### config.mk
export PLATFORM = sky130hd
export DESIGN_NAME = modbus_rtu_slave_responder
export DESIGN_NICKNAME = d
export VERILOG_FILES = /design/src/design/mrs_pkg.sv /design/src/design/mrs_front.sv /design/src/design/mrs_queue.sv /design/src/design/mrs_back.sv /design/src/design/modbus_rtu_slave_responder.sv
export VERILOG_INCLUDE_DIRS = /design/src /design/src/design
export SDC_FILE = /design/constraint.sdc
export NUM_CORES = 1
export LEC_CHECK = 0
export ABC_AREA = 1
export BUFFER_PORTS_ARGS = -buffer_cell sky130_fd_sc_hd__buf_2
export CAP_MARGIN = 30
export CORE_MARGIN = 8
export CORE_UTILIZATION = 40
export CTS_CLUSTER_DIAMETER = 120
export DETAILED_ROUTE_END_ITERATION = 10
export SKIP_LAST_GASP = 1
export SLEW_MARGIN = 25
export SYNTH_ARGS = -nofsm -noshare
export SYNTH_HDL_FRONTEND = slang
export SYNTH_SLANG_ARGS = --single-unit
export TNS_END_PERCENT = 30
### constraint.sdc
create_clock -name aclk -period 10.5 [get_ports aclk]
set_input_delay 2.1 -clock aclk [delete_from_list [all_inputs] [get_ports aclk]]
set_output_delay 2.1 -clock aclk [all_outputs]
set_load 0.05 [all_outputs]
### src/design/modbus_rtu_slave_responder_defines.svh
// assertion macros shared by the modbus rtu slave responder design files
// expects aclk and aresetn in the scope of every use
`ifndef MODBUS_RTU_SLAVE_RESPONDER_DEFINES_SVH
`define MODBUS_RTU_SLAVE_RESPONDER_DEFINES_SVH

`ifndef NO_ASSERTIONS
`define MRS_ASSERT(label, prop) \
    label: assert property (@(posedge aclk) disable iff (!aresetn) prop) \
        else $error("assertion failed");
`define MRS_ASSERT_NEXT(label, pre, post) \
    label: assert property (@(posedge aclk) disable iff (!aresetn) (pre) |=> (post)) \
        else $error("assertion failed");
`else
`define MRS_ASSERT(label, prop)
`define MRS_ASSERT_NEXT(label, pre, post)
`endif

`endif

### src/design/mrs_pkg.sv
// types, constants and the crc-16 step shared by the modbus rtu slave responder
// no dependencies
package mrs_pkg;

    localparam logic [15:0] CRC_INIT = 16'hFFFF;
    localparam logic [15:0] CRC_POLY = 16'hA001;

    localparam logic [2:0] STAT_OK       = 3'd0;
    localparam logic [2:0] STAT_BAD_ADDR = 3'd1;
    localparam logic [2:0] STAT_BAD_FUNC = 3'd2;
    localparam logic [2:0] STAT_BAD_CRC  = 3'd3;
    localparam logic [2:0] STAT_TIMEOUT  = 3'd4;

    // register indexes on the config port
    localparam logic [1:0] REG_SLAVE_ADDR = 2'd0;
    localparam logic [1:0] REG_FUNC       = 2'd1;
    localparam logic [1:0] REG_TIMEOUT    = 2'd2;

    localparam logic [7:0] REPLY_BYTE_COUNT = 8'd2;

    // reply byte positions
    localparam logic [2:0] RPOS_FUNC   = 3'd1;
    localparam logic [2:0] RPOS_COUNT  = 3'd2;
    localparam logic [2:0] RPOS_P_HI   = 3'd3;
    localparam logic [2:0] RPOS_P_LO   = 3'd4;
    localparam logic [2:0] RPOS_CRC_LO = 3'd5;
    localparam logic [2:0] RPOS_CRC_HI = 3'd6;

    typedef struct packed {
        logic        action;
        logic [7:0]  rx_byte;
        logic [15:0] pressure_sample;
    } in_t;

    typedef struct packed {
        logic [7:0] tx_byte;
        logic       last;
        logic [2:0] status;
    } out_t;

    // one classified frame event handed from front to back
    typedef struct packed {
        logic        is_reply;
        logic [2:0]  status;
        logic [7:0]  addr;
        logic [7:0]  func;
        logic [15:0] pressure;
    } cmd_t;

    function automatic logic [15:0] crc_byte(input logic [15:0] c, input logic [7:0] b);
        logic [15:0] r;
        r = c ^ {8'h00, b};
        for (int k = 0; k < 8; k++) begin
            r = r[0] ? ((r >> 1) ^ CRC_POLY) : (r >> 1);
        end
        return r;
    endfunction

endpackage

### src/design/mrs_front.sv
// front end: frame collection, running crc, idle timeout and frame checks
// depends on mrs_pkg
module mrs_front #(
    parameter int FRAME_LEN = 7
) (
    input  logic          aclk,
    input  logic          aresetn,
    input  logic          in_fire,
    input  mrs_pkg::in_t  in_data,
    input  logic [7:0]    cfg_slave_address,
    input  logic [7:0]    cfg_accepted_function,
    input  logic [15:0]   cfg_timeout_ticks,
    output logic          push,
    output mrs_pkg::cmd_t push_data
);
    import mrs_pkg::*;

    localparam int CNT_W = $clog2(FRAME_LEN);

    logic [CNT_W-1:0] count_reg, count_next;
    logic [15:0]      crc_reg, crc_next;
    logic [15:0]      idle_reg, idle_next;
    logic [15:0]      idle_inc;
    // only the bytes that the checks look at are kept
    logic [7:0]       addr_b_reg, addr_b_next;
    logic [7:0]       func_b_reg, func_b_next;
    logic [7:0]       crclo_b_reg, crclo_b_next;

    always_comb begin
        count_next   = count_reg;
        crc_next     = crc_reg;
        idle_next    = idle_reg;
        addr_b_next  = addr_b_reg;
        func_b_next  = func_b_reg;
        crclo_b_next = crclo_b_reg;
        push         = 1'b0;
        push_data    = '0;
        idle_inc     = (idle_reg == 16'hFFFF) ? idle_reg : idle_reg + 16'd1;
        if (in_fire) begin
            if (in_data.action) begin
                if (count_reg != '0) begin
                    idle_next = idle_inc;
                    if (idle_inc > cfg_timeout_ticks) begin
                        count_next       = '0;
                        crc_next         = CRC_INIT;
                        idle_next        = '0;
                        push             = 1'b1;
                        push_data.status = STAT_TIMEOUT;
                    end
                end
            end else begin
                idle_next = '0;
                if (count_reg == '0) begin
                    addr_b_next = in_data.rx_byte;
                end
                if (count_reg == CNT_W'(1)) begin
                    func_b_next = in_data.rx_byte;
                end
                if (count_reg == CNT_W'(FRAME_LEN - 2)) begin
                    crclo_b_next = in_data.rx_byte;
                end
                if (count_reg < CNT_W'(FRAME_LEN - 2)) begin
                    crc_next = crc_byte(crc_reg, in_data.rx_byte);
                end
                count_next = count_reg + CNT_W'(1);
                if (count_reg == CNT_W'(FRAME_LEN - 1)) begin
                    // frame complete, the current byte is the crc high byte
                    count_next         = '0;
                    crc_next           = CRC_INIT;
                    push               = 1'b1;
                    push_data.addr     = addr_b_reg;
                    push_data.func     = func_b_reg;
                    push_data.pressure = in_data.pressure_sample;
                    if (addr_b_reg != cfg_slave_address) begin
                        push_data.status = STAT_BAD_ADDR;
                    end else if (func_b_reg != cfg_accepted_function) begin
                        push_data.status = STAT_BAD_FUNC;
                    end else if (crclo_b_reg != crc_reg[7:0] ||
                                 in_data.rx_byte != crc_reg[15:8]) begin
                        push_data.status = STAT_BAD_CRC;
                    end else begin
                        push_data.status   = STAT_OK;
                        push_data.is_reply = 1'b1;
                    end
                end
            end
        end
    end

    always_ff @(posedge aclk) begin
        if (!aresetn) begin
            count_reg <= '0;
            crc_reg   <= CRC_INIT;
            idle_reg  <= '0;
        end else begin
            count_reg <= count_next;
            crc_reg   <= crc_next;
            idle_reg  <= idle_next;
        end
        addr_b_reg  <= addr_b_next;
        func_b_reg  <= func_b_next;
        crclo_b_reg <= crclo_b_next;
    end

endmodule

### src/design/mrs_queue.sv
// short command queue between front and back ends
// depends on mrs_pkg; DEPTH is a power of two
`include "modbus_rtu_slave_responder_defines.svh"
module mrs_queue #(
    parameter int DEPTH = 2
) (
    input  logic          aclk,
    input  logic          aresetn,
    input  logic          push,
    input  mrs_pkg::cmd_t push_data,
    input  logic          pop,
    output mrs_pkg::cmd_t head,
    output logic          not_empty,
    output logic          full
);
    import mrs_pkg::*;

    localparam int PTR_W = (DEPTH > 1) ? $clog2(DEPTH) : 1;
    localparam int CNT_W = $clog2(DEPTH + 1);

    cmd_t             slots_reg [DEPTH];
    logic [PTR_W-1:0] wptr_reg, rptr_reg;
    logic [CNT_W-1:0] count_reg;

    assign not_empty = (count_reg != '0);
    assign full      = (count_reg == CNT_W'(DEPTH));
    assign head      = slots_reg[rptr_reg];

    always_ff @(posedge aclk) begin
        if (!aresetn) begin
            wptr_reg  <= '0;
            rptr_reg  <= '0;
            count_reg <= '0;
        end else begin
            if (push) begin
                wptr_reg <= wptr_reg + PTR_W'(1);
            end
            if (pop) begin
                rptr_reg <= rptr_reg + PTR_W'(1);
            end
            if (push && !pop) begin
                count_reg <= count_reg + CNT_W'(1);
            end else if (pop && !push) begin
                count_reg <= count_reg - CNT_W'(1);
            end
        end
        if (push) begin
            slots_reg[wptr_reg] <= push_data;
        end
    end

    `MRS_ASSERT(a_no_overflow, push |-> (!full || pop))
    `MRS_ASSERT(a_no_underflow, pop |-> not_empty)
    `MRS_ASSERT_NEXT(a_push_fills, push && !pop, not_empty)

endmodule

### src/design/mrs_back.sv
// back end: turns commands into status beats or the seven-byte reply
// depends on mrs_pkg
`include "modbus_rtu_slave_responder_defines.svh"
module mrs_back (
    input  logic          aclk,
    input  logic          aresetn,
    input  logic          cmd_valid,
    input  mrs_pkg::cmd_t cmd_head,
    output logic          cmd_pop,
    output logic          m_valid,
    input  logic          m_ready,
    output mrs_pkg::out_t m_data
);
    import mrs_pkg::*;

    typedef enum logic {S_IDLE, S_REPLY} state_t;

    state_t      state_reg, state_next;
    logic        out_valid_reg, out_valid_next;
    out_t        out_reg, out_next;
    cmd_t        cmd_reg, cmd_next;
    logic [2:0]  idx_reg, idx_next;
    logic [15:0] crc_reg, crc_next;
    logic [7:0]  sel_byte;
    logic        load;

    assign load    = !out_valid_reg || m_ready;
    assign m_valid = out_valid_reg;
    assign m_data  = out_reg;

    always_comb begin
        case (idx_reg)
            RPOS_FUNC:   sel_byte = cmd_reg.func;
            RPOS_COUNT:  sel_byte = REPLY_BYTE_COUNT;
            RPOS_P_HI:   sel_byte = cmd_reg.pressure[15:8];
            RPOS_P_LO:   sel_byte = cmd_reg.pressure[7:0];
            RPOS_CRC_LO: sel_byte = crc_reg[7:0];
            RPOS_CRC_HI: sel_byte = crc_reg[15:8];
            default:     sel_byte = cmd_reg.addr;
        endcase
    end

    always_comb begin
        state_next     = state_reg;
        out_valid_next = out_valid_reg;
        out_next       = out_reg;
        cmd_next       = cmd_reg;
        idx_next       = idx_reg;
        crc_next       = crc_reg;
        cmd_pop        = 1'b0;
        if (load) begin
            out_valid_next = 1'b0;
            unique case (state_reg)
                S_IDLE: begin
                    if (cmd_valid) begin
                        cmd_pop        = 1'b1;
                        out_valid_next = 1'b1;
                        if (cmd_head.is_reply) begin
                            out_next   = '{tx_byte: cmd_head.addr, last: 1'b0,
                                           status: STAT_OK};
                            crc_next   = crc_byte(CRC_INIT, cmd_head.addr);
                            cmd_next   = cmd_head;
                            idx_next   = RPOS_FUNC;
                            state_next = S_REPLY;
                        end else begin
                            out_next = '{tx_byte: 8'h00, last: 1'b1,
                                         status: cmd_head.status};
                        end
                    end
                end
                S_REPLY: begin
                    out_valid_next = 1'b1;
                    out_next = '{tx_byte: sel_byte, last: (idx_reg == RPOS_CRC_HI),
                                 status: STAT_OK};
                    if (idx_reg < RPOS_CRC_LO) begin
                        crc_next = crc_byte(crc_reg, sel_byte);
                    end
                    idx_next = idx_reg + 3'd1;
                    if (idx_reg == RPOS_CRC_HI) begin
                        state_next = S_IDLE;
                    end
                end
                default: state_next = S_IDLE;
            endcase
        end
    end

    always_ff @(posedge aclk) begin
        if (!aresetn) begin
            state_reg     <= S_IDLE;
            out_valid_reg <= 1'b0;
        end else begin
            state_reg     <= state_next;
            out_valid_reg <= out_valid_next;
        end
        out_reg <= out_next;
        cmd_reg <= cmd_next;
        idx_reg <= idx_next;
        crc_reg <= crc_next;
    end

    `MRS_ASSERT(a_status_is_last, out_valid_reg |-> (out_reg.status == STAT_OK || out_reg.last))
    `MRS_ASSERT(a_reply_idx_range,
        state_reg == S_REPLY |-> (idx_reg >= RPOS_FUNC && idx_reg <= RPOS_CRC_HI))
    `MRS_ASSERT(a_last_reply_ends,
        (out_valid_reg && out_reg.status == STAT_OK && out_reg.last) |-> state_reg == S_IDLE)
    `MRS_ASSERT_NEXT(a_no_pop_in_reply, state_reg == S_REPLY && !load, $stable(idx_reg))

endmodule

### src/design/modbus_rtu_slave_responder.sv
// top level of the modbus rtu slave responder: config registers, front, queue, back
// depends on mrs_pkg, mrs_front, mrs_queue, mrs_back
// A beat on s_ is either a received byte (action 0) or one time tick (action 1). The block
// takes one beat per clock; s_ready drops only while the two-entry command queue is full.
// Bytes are gathered into a frame of FRAME_LEN bytes while the crc-16 (reflected 0xA001,
// start 0xFFFF) runs one byte per cycle in the front end; when the last byte arrives the
// address, function code and crc (low byte first) are checked in that order in the same
// cycle. A good frame yields seven m_ beats: address, function, count 2, pressure high,
// pressure low, crc low, crc high, the last one flagged; a bad frame or a timed-out partial
// frame yields a single status beat with last set. The back end emits one beat per cycle,
// unless m_ready holds it, from a registered output stage; the reply crc is built one byte
// per emitted beat. Ticks only count while a partial frame is pending, and a frame is
// dropped once the tick count passes timeout_ticks. Registers sit at apb byte addresses
// 0 (slave address), 4 (accepted function) and 8 (timeout ticks) and should only be
// written while the block is idle.
module modbus_rtu_slave_responder #(
    parameter int FRAME_LEN = 7
) (
    input  logic          aclk,
    input  logic          aresetn,
    // input beats
    input  logic          s_valid,
    output logic          s_ready,
    input  mrs_pkg::in_t  s_data,
    // result beats
    output logic          m_valid,
    input  logic          m_ready,
    output mrs_pkg::out_t m_data,
    // config port
    input  logic          psel,
    input  logic          penable,
    input  logic          pwrite,
    input  logic [3:0]    paddr,
    input  logic [31:0]   pwdata,
    output logic [31:0]   prdata,
    output logic          pready
);
    import mrs_pkg::*;

    logic [7:0]  slave_address_reg;
    logic [7:0]  accepted_function_reg;
    logic [15:0] timeout_ticks_reg;
    logic        cfg_write;
    logic [1:0]  reg_idx;

    logic        in_fire;
    logic        push;
    cmd_t        push_data;
    logic        pop;
    cmd_t        head;
    logic        q_not_empty;
    logic        q_full;

    // register file
    assign pready    = 1'b1;
    assign reg_idx   = paddr[3:2];
    assign cfg_write = psel && penable && pwrite;

    always_ff @(posedge aclk) begin
        if (!aresetn) begin
            slave_address_reg     <= 8'd2;
            accepted_function_reg <= 8'd3;
            timeout_ticks_reg     <= 16'd10;
        end else if (cfg_write) begin
            unique case (reg_idx)
                REG_SLAVE_ADDR: slave_address_reg     <= pwdata[7:0];
                REG_FUNC:       accepted_function_reg <= pwdata[7:0];
                REG_TIMEOUT:    timeout_ticks_reg     <= pwdata[15:0];
                default: ;
            endcase
        end
    end

    always_comb begin
        unique case (reg_idx)
            REG_SLAVE_ADDR: prdata = {24'h0, slave_address_reg};
            REG_FUNC:       prdata = {24'h0, accepted_function_reg};
            REG_TIMEOUT:    prdata = {16'h0, timeout_ticks_reg};
            default:        prdata = '0;
        endcase
    end

    // input side stalls only on a full queue
    assign s_ready = !q_full;
    assign in_fire = s_valid && s_ready;

    mrs_front #(
        .FRAME_LEN(FRAME_LEN)
    ) u_front (
        .aclk                 (aclk),
        .aresetn              (aresetn),
        .in_fire              (in_fire),
        .in_data              (s_data),
        .cfg_slave_address    (slave_address_reg),
        .cfg_accepted_function(accepted_function_reg),
        .cfg_timeout_ticks    (timeout_ticks_reg),
        .push                 (push),
        .push_data            (push_data)
    );

    mrs_queue u_queue (
        .aclk     (aclk),
        .aresetn  (aresetn),
        .push     (push),
        .push_data(push_data),
        .pop      (pop),
        .head     (head),
        .not_empty(q_not_empty),
        .full     (q_full)
    );

    mrs_back u_back (
        .aclk     (aclk),
        .aresetn  (aresetn),
        .cmd_valid(q_not_empty),
        .cmd_head (head),
        .cmd_pop  (pop),
        .m_valid  (m_valid),
        .m_ready  (m_ready),
        .m_data   (m_data)
    );

endmodule
# After elaboration in Yosys (flattened, before gate mapping)
# Memory sizes are Yosys's and may differ from the RTL's. A register that Yosys moved wholly into a read port is not among the register bits.
# Cells that the tools add are included.
# totals
regBits	160
memories	1
mem_bits_rw	72
inputBits	68
out_inout_bits	47
# classes
addsub	7
n_reduce_logical	30
mux	81
bitwise_logic	29
magnitude_cmp	3
n_eq_ne	22
# mem_list
name	words	word_bits	rd	rd_clocked_by_memory_dff	write_ports	line_no	text
u_queue.slots_reg	2	36	1	1	1	mrs_queue.sv:21	cmd_t slots_reg [DEPTH];
# op_table
operator	n
$mux W16	36
$mux W36	2
$not A2 Y3	24
$pmux W16 S3	1
$pmux W8 S6	1
$mux W3	11
$mux W32	1
$ne A8 B8 Y1	4
$pmux W16 S2	1
$xor A16 B8 Y16	2
$mux W12	2
$pmux W12 S2	1
$mux W1	19
$add A16 B1 Y16 const B	1
$eq A16 B16 Y1 const B	1
$gt A16 B16 Y1	1
$not A8 Y16	1
$eq A3 B3 Y1 const B	5
$reduce_and A3 Y1	5
$reduce_and A4 Y1	3
$reduce_and A2 Y1	5
$add A3 B1 Y3 const B	2
$eq A3 B1 Y1 const B	2
$eq A3 B2 Y1 const B	2
other kinds (19)	39

# Logic depth before layout (Yosys ltp)
# Gate-level depths: netlist of run 1.
# depth
word_depth	21
depth_mapped	25

# Hierarchy
# A second synthesis of run 1 with hierarchy kept.
# hier_totals
cells_unflattened	1362
area_unflattened_um2	12376.9
# by_module_without_submodules
mod	instances	area_per_inst_um2	cells_per_inst
mrs_front	1	4160.2	575
mrs_back	1	3534.6	372
mrs_queue	1	2979.1	147
modbus_rtu_slave_responder	1	1702.9	268

# Least setup slack after synthesis of run 1
# No wires, ideal clock.
# synth_path
path_type	input to output
from	input paddr[3]
to	output prdata[4]
path_buffers	1
arrival_time_ps	3368
t_required_ps	8400
stages	5
path_slack_ps	5032
path_cell_list	inv_1 -> nor2_1 -> inv_1 -> clkbuf_1 -> o211ai_1
# synth_via
elab_chain_len	2
elab_cells_between_ends	4
classes_between	eq/ne: 2; mux: 1; reduce/logical: 1
# synth_lines
item	line_no	text
start: declaration	modbus_rtu_slave_responder.sv:33	input logic [3:0] paddr,
$eq A2 B2 Y1 (tied with other cells)	modbus_rtu_slave_responder.sv:75	unique case (reg_idx)
$pmux W16 S3 (*)	modbus_rtu_slave_responder.sv:75	
end: declaration	modbus_rtu_slave_responder.sv:35	output logic [31:0] prdata,
# Mark *: on every way between the ends. The rest lies on a longest branch, timed or not.

# Worst setup path in the final report of run 1
# layout_path
from	input paddr[3]
to	output prdata[1]
# Same word-level chain as after synthesis.

==> metrics.txt, run 1 <==
Slew Limit Fails=0; clk root buf=clkbuf_16; Synth Warn #=0; RSZ-0062 raised after global routing=no; CP Capture Type=output port; Sequential Power Share=38.7%; clock buffer depth=3; total gr overflow=0; syn avg cell area=8.99 um^2; Fin Setup TNS=0 ps; largest net degree at the start of global routing=54; CTS tree=done; die area=34200 um^2; Critical Path Fanout Max=7; flops & latches, synth=233; Tot GR Track Use=16.0%; antenna-violating nets left=0; Setup Viol. Count Final=0; post-synth cell types=53; Pwr per Cell Area=248 nW/um^2; sw power=1.19 mW; Tcrit/Tclk final=52.5%; postcts setup bufs=0; combinational power share=32.8%; Clk pwr share=28.4%; H-tree depth=1; max FFs per register=72; WL/cell=15.7 um; reg-to-reg startpoint=u_front.idle_reg[3]; HP Start=u_front.idle_reg[5]; startpoint class of the critical path=input port; critical setup path kind=in -> out; post-synthesis sequential area ratio=54.7%; minimum clock period=5510 ps; Critical Path AT=3410 ps; Synth Cell Area=11400 um^2; Port-buffer cells=79; worst vdd ir=112 uV; Net Sw Frac=36.7%; Total Power=3.24 mW; commonest non-fill, non-tap cells in the layout=nand2_1, edfxtp_1, inv_1, nor2_1, buf_2; Net count, final=1443; Antenna diodes=0; status=finished clean; die width=185 um; Final Skew=15.1 ps; Num CTS Buffers=25; area grow syn2layout=14.3%; clk_lat worst skew=520 ps; Lkg Pwr=5.46 nW; post-CTS sizing=0; DRC viols=0; Mapped Cells=1272; Ports=115; Max Clock Freq=182 MHz; crit path from=paddr[3]; die height=185 um; vias in the first global route=8283; DRT Wirelength=27600 um; DR pass1 iterations=5; max cap viols=0; worst slew pin tran=868 ps; RD Place Congestion=0.862; first-pass GRT wire length=43800 um; Std-Cell Rows=62; layout cells sized above 1=13.4%; DR vias=8682; Worst-path clk slew=60 ps; P_int=2.05 mW; Fin. Hold Viols=0; DP HPWL=20000 um; area of the core=28400 um^2; CTS sink cnt=233; hold_buf cts=0; FILL cells=2727; Req. time, crit path=8400 ps; initial DRC count=614; initial antenna violation count=1; min-delay worst type=reg -> reg; vias per cell=4.95; Starting Density=40.3%; Slew HR=42.0%; most common cell after layout, fill and taps aside=nand2_1
## final timing paths
kind,endpoint,slack (ps),depth (start not counted)
worst min-delay path,u_front.idle_reg[5],480,2
worst min register to register,u_front.idle_reg[5],480,2
worst max register to register,u_queue.slots_reg[0][8],6200,16
worst max-delay path,prdata[1],4990,5
## power by group through the flow
| stage | registers, mW | logic [mW] | clock network (mW) |
|---|---|---|---|
| floorplan | 1.34 | 0.741 | 0 |
| global placement | 1.27 | 1.04 | 0 |
| detailed placement | 1.27 | 1.06 | 0 |
| CTS | 1.26 | 1.07 | 0.942 |
| global route | 1.27 | 1.19 | 0.982 |
| finish | 1.25 | 1.06 | 0.922 |
## layout make-up
cell class	instances	area, um^2	area share, %
sequential	233	6260	47.9
inverter	144	541	4.14
clock inverter	15	203	1.55
tap	384	480	3.68
timing repair buffer	91	526	4.02
multi-input combinational	857	4400	33.7
clock buffer	31	658	5.04
## stage by stage
step / cells / util, % / worst slack (ps) / cell area (um^2) / hold slack [ps]
finish: 1755 / 46.0 / 4990 / 13100 / 476
global route: 1755 / 46.0 / 4880 / 13100 / 510
CTS: 1755 / 46.0 / 5030 / 13100 / 474
detailed placement: 1709 / 43.0 / 5030 / 12200 / 464
global placement: 1706 / 42.7 / 5070 / 12100 / 454
floorplan: 1287 / - / 5030 / 11500 / 445
## worst max-delay path, cell delays in order
cell and delay [ps]:
buf_2 110, nor2_1 370, inv_1 170, o221ai_1 320
buf_2 330
## routing by layer
| layer | vias up | wire length [um] | global-route usage (%) |
|---|---|---|---|
| li1 | 4321 | - | - |
| met1 | 4077 | 12400 | 21.8 |
| met2 | 235 | 12900 | 25.8 |
| met3 | 47 | 1570 | 2.55 |
| met4 | 2 | 702 | 5.15 |
| met5 | - | 13 | 0 |
## cells in the mapped netlist (all sizes together)
cell type | instances | area share [%]
a22oi | 1 | 0.066
buf | 28 | 1.9
nor2 | 136 | 4.5
nand4 | 8 | 0.44
or2 | 20 | 1.2
nor3 | 12 | 0.57
o211ai | 9 | 0.59
a211oi | 5 | 0.33
o22ai | 8 | 0.44
edfxtp | 159 | 42
conb | 2 | 0.066
or4 | 2 | 0.13
clkinv | 3 | 0.098
o21bai | 1 | 0.066
nor4 | 6 | 0.51
xor2 | 36 | 2.8
and3 | 1 | 0.055
o22a | 1 | 0.077
a221oi | 1 | 0.077
o221ai | 4 | 0.31
o21ai | 75 | 3.5
o32a | 1 | 0.088
ha | 23 | 2.5
clkbuf | 25 | 0.82
xnor2 | 20 | 1.5
nand2 | 325 | 11
inv | 141 | 4.6
a21oi | 63 | 2.8
a21o | 1 | 0.066
nor4b | 1 | 0.077
dfxtp | 74 | 13
nor3b | 2 | 0.13
nand3 | 77 | 3.7
o21a | 1 | 0.066
## kinds of logic (layout without fill, tap and decap cells)
family	Yosys count	count (layout)	synth area share, %
compound gates	171	171	8.44
simple gates	590	590	22.4
buf+inv	197	281	7.46
other cells	2	17	0.0657
flops	233	233	54.7
xor+xnor	56	56	4.36
fa+ha+maj	23	23	2.52
Note: power is estimated with default switching activity, not from simulation.
==> run 2: changes to the inputs <==
- clock period: 10.5 -> 5.6 ns (I/O delays scaled with it)
==> run 2 against run 1 <==
- non-clock buffer count decreased by 1
- global-route usage increased by 0.20 points
- flip-flop and latch count unchanged
- register-to-register slack got worse by 4800 ps
- clock skew increased by 11 ps
- cell count increased by 0.11%
- wire length increased by 0.52%
- design area decreased by 0.55%
- largest cell class unchanged
==> metrics.txt, run 2 (synthesis results as in run 1) <==
cell chain of the critical path=ha_1, nand3_1, nor3_1, nand3_1, nor4_4, nor2_1, nand2_1, nor2_1, xor2_1, ha_1, nand2_1, nor3_1, nand2_1, nand2_1, nand2_1, a21oi_1, nand2_1, nor2_4, buf_4; Critical Path AT=4340 ps; hold_ws=471 ps; critical path buffer and inverter count=1; first-pass GRT wire length=44300 um; Req. time, crit path=5750 ps; Net count, final=1443; Tcrit/Tclk final=74.7%; Critical Path Fanout Max=36; critical setup path kind=reg -> reg; initial antenna violation count=2; worst reg2reg setup slack=1420 ps; CP delay by family, top=simple AND/OR/NAND/NOR gates; CTS sink cnt=233; Finished Cell Area=13000 um^2; WL/cell=15.8 um; Pwr per Cell Area=459 nW/um^2; Starting Density=40.3%; startpoint class of the critical path=flop; area grow syn2layout=13.6%; clk_lat worst skew=540 ps; total gr overflow=0; RD Place Congestion=0.844; DRC viols=0; minimum clock period=4180 ps; worst vdd ir=234 uV; Worst-path clk slew=60 ps; Tot GR Track Use=16.2%; CTS tree=done; Max Clock Freq=239 MHz; clk root buf=clkbuf_16; Lkg Pwr=5.42 nW; Critical-path top delay cell=buf_4; setup ws final=1420 ps; Final Skew=26.2 ps; worst slew pin tran=867 ps; Std-Cell Rows=62; most common cell after layout, fill and taps aside=nand2_1; Slew Limit Fails=0; max incr delay on CP=440 ps; clock buffer depth=3; pre-CTS WS=1420 ps; status=finished clean; CP Capture Type=flop; DRT Wirelength=27700 um; Placed Instance Area=12200 um^2; DR pass1 iterations=5; hold_buf cts=0; max cap viols=0; Ports=115; vias in the first global route=8374; H-tree depth=1; post-CTS sizing=0; die height=185 um; Slew HR=41.9%; Fin Setup TNS=0 ps; RSZ-0062 raised after global routing=no; fin util=45.8%; commonest non-fill, non-tap cells in the layout=nand2_1, edfxtp_1, inv_1, nor2_1, buf_2; Port-buffer cells=79; postcts setup bufs=0; die area=34200 um^2; DR vias=8634; Num CTS Buffers=26; vias per cell=4.91; FILL cells=2737; largest net degree at the start of global routing=54; Critical Path Most Common Cell=nand2_1; Setup Viol. Count Final=0; layout cells sized above 1=13.4%; initial DRC count=528; antenna-violating nets left=0; DP HPWL=19900 um; min-delay worst type=reg -> reg; area of the core=28400 um^2; die width=185 um; Fin. Hold Viols=0; max FFs per register=72
-- run 2: through the flow --
| step | power [mW] | instances |
|---|---|---|
| after detailed placement | 4.38 | 1708 |
| after global routing | 6.35 | 1757 |
| after global placement | 4.34 | 1706 |
| final | 5.96 | 1757 |
| after floorplan | 3.89 | 1287 |
| after CTS | 6.01 | 1756 |
-- run 2: path summary, 6_finish.rpt --
path                       startpoint                       to  cells past startpoint
setup / recovery  u_front.idle_reg[0]  u_queue.slots_reg[0][4]                     19
hold / removal    u_front.idle_reg[5]      u_front.idle_reg[5]                      2
setup reg to reg  u_front.idle_reg[0]  u_queue.slots_reg[0][4]                     19
hold reg to reg   u_front.idle_reg[5]      u_front.idle_reg[5]                      2
-- run 2: cell type report --
cell class | count | area [um^2] | area share [%]
clock buffers | 33 | 697 | 5.36
repair buffers | 90 | 498 | 3.83
clock inverters | 15 | 113 | 0.867
well taps | 384 | 480 | 3.70
flip-flops and latches | 233 | 6260 | 48.2
inverters | 144 | 541 | 4.16
diodes | 1 | 2.50 | 0.0193
multi-input cells | 857 | 4400 | 33.9
-- run 2: power breakdown --
group          total (mW)  internal [mW]  switching [mW]  leakage (nW)
Clock                1.61          0.927           0.687         0.400
Sequential           2.36           2.20           0.160          2.01
Combinational        1.99          0.584            1.41          3.01
Total                5.96           3.71            2.26          5.42
-- run 2: layer usage --
layer | part of all wire [%] | up-vias | wire [um] | GRT usage (%)
li1 | - | 4332 | - | -
met5 | 0.047 | - | 13 | 0
met1 | 46 | 4045 | 12700 | 21.9
met2 | 46 | 201 | 12700 | 26.2
met3 | 5.4 | 54 | 1510 | 2.61
met4 | 2.7 | 2 | 752 | 5.28
-- run 2: worst reg2reg max path, cell delays in order, from the launching register on --
cell     delay (ps)
dfxtp_1         380
ha_1            210
nand3_1          90
nor3_1          220
nand3_1         210
nor4_4          280
nor2_1          150
nand2_1         120
nor2_1           60
xor2_1          150
ha_1            300
nand2_1          50
nor3_1          260
nand2_1          90
nand2_1          60
nand2_1          90
a21oi_1         320
nand2_1         170
nor2_4          110
buf_4           440
==> run 3: changes to the inputs <==
- ABC_AREA: 1 -> 0
- clock period: 5.6 -> 4 ns (I/O delays scaled with it)
==> run 3 against run 2 <==
- register-to-register slack got worse by 1300 ps
- synthesized cell count decreased by 21%
- core utilization increased by 3.8 points
- first-iteration DRC count decreased by 8.3%
- hold slack improved by 2.9 ps
- highest routed layer is now met4
==> metrics.txt, run 3 <==
RD Place Congestion=0.824; worst slew pin tran=886 ps; max cap viols=0; Synth Cell Area=11300 um^2; clk_lat worst skew=540 ps; Synth area leader=edfxtp_1; main flop type after synthesis=edfxtp_1; Slew HR=40.7%; die height=184 um; min-delay worst type=reg -> reg; clock buffer depth=3; post-synth cell types=65; layout cells sized above 1=24.9%; fin util=49.6%; Total Power=7.86 mW; DR vias=7652; initial antenna violation count=0; Critical Path Fanout Max=8; most frequent cell after synthesis=edfxtp_1; area grow syn2layout=22.3%; Pwr per Cell Area=571 nW/um^2; WL/cell=17.2 um; Ports=115; clk root buf=clkbuf_16; worst vdd ir=359 uV; worst setup path endpoint=u_queue.slots_reg[0][19]; die area=33800 um^2; share of the synthesized area in the top cell type=42.4%; DRT Wirelength=26300 um; Synth area leaders=edfxtp_1, dfxtp_1, xor2_1, xnor2_1, mux2_2; Max Clock Freq=258 MHz; gr busiest metal=met2; Fin. Hold Viols=0; commonest non-fill, non-tap cells in the layout=edfxtp_1, nand2_1, buf_2, a21oi_1, nor2_1; minimum clock period=3870 ps; HP Start=timeout_ticks_reg[14]; CTS sink cnt=233; Std-Cell Rows=61; syn avg cell area=11.3 um^2; post-synthesis sequential area ratio=55.6%; Lkg Pwr=5.03 nW; hold_ws=474 ps; Synth Warn #=0; max FFs per register=72; status=finished clean; Final Skew=18.3 ps; Req. time, crit path=4250 ps; Net count, final=1225; initial DRC count=484; H-tree depth=1; total gr overflow=0; Port-buffer cells=79; met1 GRT Util=20.0%; largest net degree at the start of global routing=39; antenna-violating nets left=0; CP Capture Type=flop; Num CTS Buffers=25; hold_buf cts=0; dpl cells=1468; DRC viols=0; first-pass GRT wire length=41200 um; Async SR Flop Fraction=0%; vias in the first global route=7668; DR pass1 iterations=5; reg-to-reg startpoint=u_front.idle_reg[9]; Fin Setup TNS=0 ps; Critical Path Most Common Cell=buf_4; Setup Viol. Count Final=0; Starting Density=40.5%; area of the core=27800 um^2; Post-synth EDFFs=159; reg2reg end=u_queue.slots_reg[0][19]; Antenna diodes=0; CTS tree=done; Post-synth top cells=edfxtp_1, nand2_1, a21oi_1, dfxtp_1, nor2_1; startpoint class of the critical path=flop; Tot GR Track Use=15.1%; RSZ-0062 raised after global routing=yes; Tcrit/Tclk final=96.8%; DP HPWL=18600 um; most common cell after layout, fill and taps aside=edfxtp_1; cell chain of the critical path=nand4_1, buf_4, buf_4, nor4_4, buf_4, nor2_1, a31oi_2, ha_4, nand4_1, nor4_4, o21bai_4, o21a_1, or2_4, buf_6, or4_4, clkinvlp_4, buf_12, clkbuf_16; Critical Path AT=4120 ps; Final Non-Filler Cells=1531; die width=184 um; crit path from=u_front.idle_reg[9]; grt met2 use=25.7%; M3 GR Usage=2.25%; Slew Limit Fails=0; vias per cell=5.00; Worst-path clk slew=60 ps; critical setup path kind=reg -> reg; flops & latches, synth=233; max incr delay on CP=450 ps; Critical-path top delay cell=or4_4; Mapped Cells=999; R2R cell count=18; worst reg2reg setup slack=130 ps
run 3: how the worst min path moves through the flow:
stage	endpoint	cells after the start
finish	timeout_ticks_reg[14]	2
global route	timeout_ticks_reg[9]	3
CTS	timeout_ticks_reg[14]	2
detailed placement	timeout_ticks_reg[14]	2
global placement	timeout_ticks_reg[14]	2
floorplan	timeout_ticks_reg[10]	2
run 3: kinds of logic after synthesis:
| group | count (synthesis) | synth area share, % |
|---|---|---|
| muxes | 71 | 6.69 |
| DFF | 233 | 55.6 |
| and+or+nand+nor | 296 | 12.9 |
| buffers and inverters | 95 | 3.92 |
| adders and majority gates | 23 | 2.56 |
| xor gates and xnor gates | 105 | 8.63 |
| other | 2 | 0.0667 |
| AOI/OAI and AO/OA | 174 | 9.69 |
run 3: report_power, final:
part / leakage (nW) / internal, mW / switching, mW
Sequential: 2.00 / 2.95 / 0.131
Combinational: 2.61 / 0.961 / 1.40
Clock: 0.427 / 1.47 / 0.945
run 3: stage by stage:
stage | cell area, um^2 | setup WS (ps)
after CTS | 13300 | 36.7
after global placement | 12400 | -35.3
final | 13800 | 129
after global routing | 13800 | -124
after detailed placement | 12500 | -32.1
after floorplan | 11400 | -388
run 3: final cells by class:
type,instances,area [um^2]
Clock buffer,28,637
Clock inverter,18,228
Sequential cell,233,6270
Multi-Input combinational cell,686,4930
Inverter,32,124
Timing Repair Buffer,156,1120
Tap cell,378,473
Fill cell,2516,14000
run 3: worst max-delay path, delay by kind of cell (launching register included):
kind / cells / cell delay [ps]
compound gates: 3 / 640
buf+inv: 7 / 1010
fa+ha+maj: 1 / 260
simple gates: 7 / 1320
flops: 1 / 350
run 3: per-layer routing:
metal | routed length (um) | up-vias | part of all wire (%)
met5 | 0 | - | 0
met4 | 569 | 0 | 2.2
met3 | 919 | 43 | 3.5
met2 | 12900 | 140 | 49
met1 | 11900 | 3656 | 45
li1 | - | 3813 | -
run 3: what timing repair did:
item / CTS / global route
resized for setup: 2 / 41
pin swaps: 0 / 26
endpoints found under the setup margin: 37 / 38
gates cloned: 0 / 4
buffers inserted: 0 / 13
